===== src/hw/rtl/trz_ram.sv =====
// ---------------------------------------------------------------------------
// trz_ram
// generic single write, single read ram with registered read data
// ---------------------------------------------------------------------------
module trz_ram #(
  parameter int WIDTH = 8,
  parameter int DEPTH = 256
) (
  input  logic                     clk,
  input  logic                     we,
  input  logic [$clog2(DEPTH)-1:0] waddr,
  input  logic [WIDTH-1:0]         wdata,
  input  logic [$clog2(DEPTH)-1:0] raddr,
  output logic [WIDTH-1:0]         rdata
);

  logic [WIDTH-1:0] mem [DEPTH];

  always_ff @(posedge clk) begin
    if (we) begin
      mem[waddr] <= wdata;
    end
    rdata <= mem[raddr];
  end

endmodule


===== config.mk =====
export PLATFORM = sky130hd
export DESIGN_NAME = trz_ram
export DESIGN_NICKNAME = d
export VERILOG_FILES = /design/src/hw/rtl/trz_ram.sv
export SDC_FILE = /design/constraint.sdc
export NUM_CORES = 2
export LEC_CHECK = 0
export ABC_CLOCK_PERIOD_IN_PS = 3580
export BUFFER_PORTS_ARGS = -buffer_cell sky130_fd_sc_hd__buf_2
export CORE_UTILIZATION = 60
export DETAILED_ROUTE_END_ITERATION = 8
export HOLD_SLACK_MARGIN = 0.12
export PLACE_DENSITY_LB_ADDON = 0.25
export SYNTH_ARGS = -nofsm -noshare
export SYNTH_HDL_FRONTEND = slang
export SYNTH_SLANG_ARGS = --single-unit

===== constraint.sdc =====
create_clock -name clk -period 3.58 [get_ports clk]
set_clock_uncertainty 0.05 [all_clocks]
set_input_delay 0 -clock clk [delete_from_list [all_inputs] [get_ports clk]]
set_output_delay 0 -clock clk [all_outputs]
set_load 0.02 [all_outputs]

==> flow_summary_export.csv <==
group,metric,value,unit
clock_network,clk-insertion-delay-late,0.85,ns
detailed_routing,drc,0,
detailed_routing,post_drt_wl_per_cell,32.73,um
detailed_routing,viasPerCell,6.799,
placement,port_buffers,33,
status,run_status,"complete, no violations",
global_route,grt_max_degree,147,
clock_network,cts_buffer_depth,3,
final_layout,nNetsFinal,3956,
timing,worstMarginPinSlew,1.322,ns
final_layout,final_cell_count_no_fill,5849,
placement,placed_cells,5465,
critical_path,cp-start-kind,"flop",
final_layout,layout-drive-gt1-share,0.2351,
logic_synthesis,synth_top_flop_cell,"edfxtp_1",
global_route,grt_pass1_wl,276.8,mm
floorplan,core.rowCount,133,
logic_synthesis,synth_top_area_share,0.7730,
timing,whs,0.1325,ns
logic_synthesis,async_flop_share,0,
global_route,grt.busiest_layer,"met2",
floorplan,coreArea,131500,um2
placement,pre_cts_ws,-0.003437,ns
critical_path,crit_required,4.21,ns
critical_path,worst-setup-path-type,"reg -> reg",
global_route,use_met1,0.4245,
logic_synthesis,yosysTopAreaCell,"edfxtp_1",
logic_synthesis,synth-seq-cells,2056,
critical_path,slowest_delay,0.61,ns
timing,max_freq,0.3331,GHz
detailed_routing,ant_nets,0,
worst_hold_path,worstHoldPathType,"in -> reg",
final_layout,mostFrequentLayoutCells,"edfxtp_1 (2048), mux4_2 (454), nor2_1 (279)",
clock_network,clock-sinks,2056,
floorplan,io-pin-count,34,
power_and_ir_drop,p_total,49.31,mW
global_route,grt_remaining_overflow,0,
clock_network,clk_pin_slew,0.07,ns
final_layout,syn2layout_area_growth,11.69,%
global_route,met2_usage,0.4393,
detailed_routing,drt_iter0_drc,5441,
timing,max-slew-margin-rel,0.1105,
power_and_ir_drop,p_leak,27.59,nW
critical_path,cp_max_fo,1,
floorplan,dieArea,134100,um2
detailed_routing,dr.pass1.iters,8,
global_route,antenna_found_initial,7,
timing,tns,0,ns
logic_synthesis,syn_area_per_cell,21.31,um2
final_layout,final_common_cell,"edfxtp_1",
placement,place_congestion,0.8652,
logic_synthesis,synth_nets,3759,
clock_network,cts_root_buf,"clkbuf_16",
timing,fin_crit,3.002,ns
power_and_ir_drop,power.density,554.9,nW/um2
logic_synthesis,synthCells,3733,
run,max_cap_violations,0,
final_layout,n_fill_cell,8128,
logic_synthesis,synth_edf_count,2048,
floorplan,die_w,366.1,um
detailed_routing,vias,39767,
timing,setup_viol,0,
timing,hold_viol,0,
timing,rsz0062_at_grt,"no",
logic_synthesis,yosys_warnings,0,
clock_network,numCtsBuffers,197,
power_and_ir_drop,ir_drop,0.5744,mV
detailed_routing,wl,191.5,mm
floorplan,die_y,366.1,um
critical_path,critPathSlowestCell,"a221oi_1",
final_layout,layout.area.seq,61660,um2
logic_synthesis,yosys-top-cells-area,"edfxtp_1 (77%), mux4_2 (13%), mux2i_1 (1.7%), nor2_1 (1.3%), a22oi_1 (1.3%)",
critical_path,end_kind,"flop",
placement,hpwl,116.4,mm
global_route,grt_pass1_vias,39381,
clock_network,htreeDepth,4,
timing,finalCritPeriodShare,0.8385,
logic_synthesis,ys_seq_area_frac,0.7750,
critical_path,cp.arrival,3.63,ns
logic_synthesis,syn_area,79560,um2
clock_network,cts_tree,"done",
timing,worst_slack,0.5782,ns
critical_path,crit_chain,"mux4_2 -> a22o_1 -> a221oi_1 -> o32ai_1 -> nor3_1 -> buf_4 -> nor4_1",
floorplan,start_util,0.6052,
final_layout,multi_input_area,16490,um2
global_route,grt.total_usage,0.2894,
logic_synthesis,synth.distinct_cells,55,
global_route,grtUsageMet3,0.06394,
timing,slew_viol_final,0,
## metrics by stage
stage / area (um2) / util
after global routing: 88860 / 0.6759
after floorplan: 79560 / -
after detailed placement: 82350 / 0.6264
final: 88860 / 0.6759
after CTS: 88850 / 0.6759
after global placement: 82350 / 0.6264
## critical path, delay by kind of cell (launching register included)
family	cells	cell delay, ns
buffers and inverters	1	0.21
DFF	1	0.38
and+or+nand+nor	2	0.56
AOI/OAI and AO/OA	3	1.15
muxes	1	0.48
## final cells by class
class                           instances  area share
Antenna cell                            2  0.00005632
Clock buffer                          261     0.06003
Clock inverter                        100     0.01083
Inverter                                2  0.00008448
Multi-Input combinational cell       1442      0.1856
Sequential cell                      2056      0.6939
Tap cell                             1755     0.02471
Timing Repair Buffer                  231     0.02480
## synth_stat cells, types with 16 or more instances
master       n
a211oi_1    16
a21oi_1     96
a22oi_1    133
buf_1       22
buf_2       31
buf_4       27
buf_6       21
clkbuf_1   111
edfxtp_1  2048
mux2i_1    134
mux4_2     454
nand2_1     33
nand3_1     34
nor2_1     282
nor2b_1     31
nor3_1      22
nor4_1      24
o221ai_1    46
o22ai_1     28
## what timing repair did
| item | in CTS | in global routing |
|---|---|---|
| hold endpoints to repair | 2447 | 0 |
| hold buffers | 21 | 0 |
| buffers inserted | 0 | 0 |
| gates resized for setup | 0 | 0 |
## state kept, by name (all words and copies together), names as in the netlist
name and cells:
mem 2048, rdata 8
## worst paths after layout
path	from	end	slack (ns)	cells after the start
max	mem[83][3]$_DFFE_PP_	rdata[3]$_DFF_P_	0.58	7
min	wdata[7]	mem[1][7]$_DFFE_PP_	0.13	2
max reg2reg	mem[83][3]$_DFFE_PP_	rdata[3]$_DFF_P_	0.58	7
min reg2reg	mem[40][3]$_DFFE_PP_	rdata[3]$_DFF_P_	0.97	6
## metal layers
layer	routed length, um	vias up
met3	21670	402
li1	-	16090
met2	90290	2443
met5	52	-
met1	72910	20824
met4	6532	8
## logic make-up after synthesis
kind of cell	synth area share
buffers and inverters	0.01831
AO/OA/AOI/OAI	0.03419
multiplexers	0.1462
flip-flops	0.7750
AND/OR/NAND/NOR	0.02628
## power breakdown
part	internal [mW]	switching, mW
clock network	11.4	8.87
registers	26.5	0.0554
logic	0.869	1.60
total	38.8	10.5
Power figures use the tool's default switching activity.
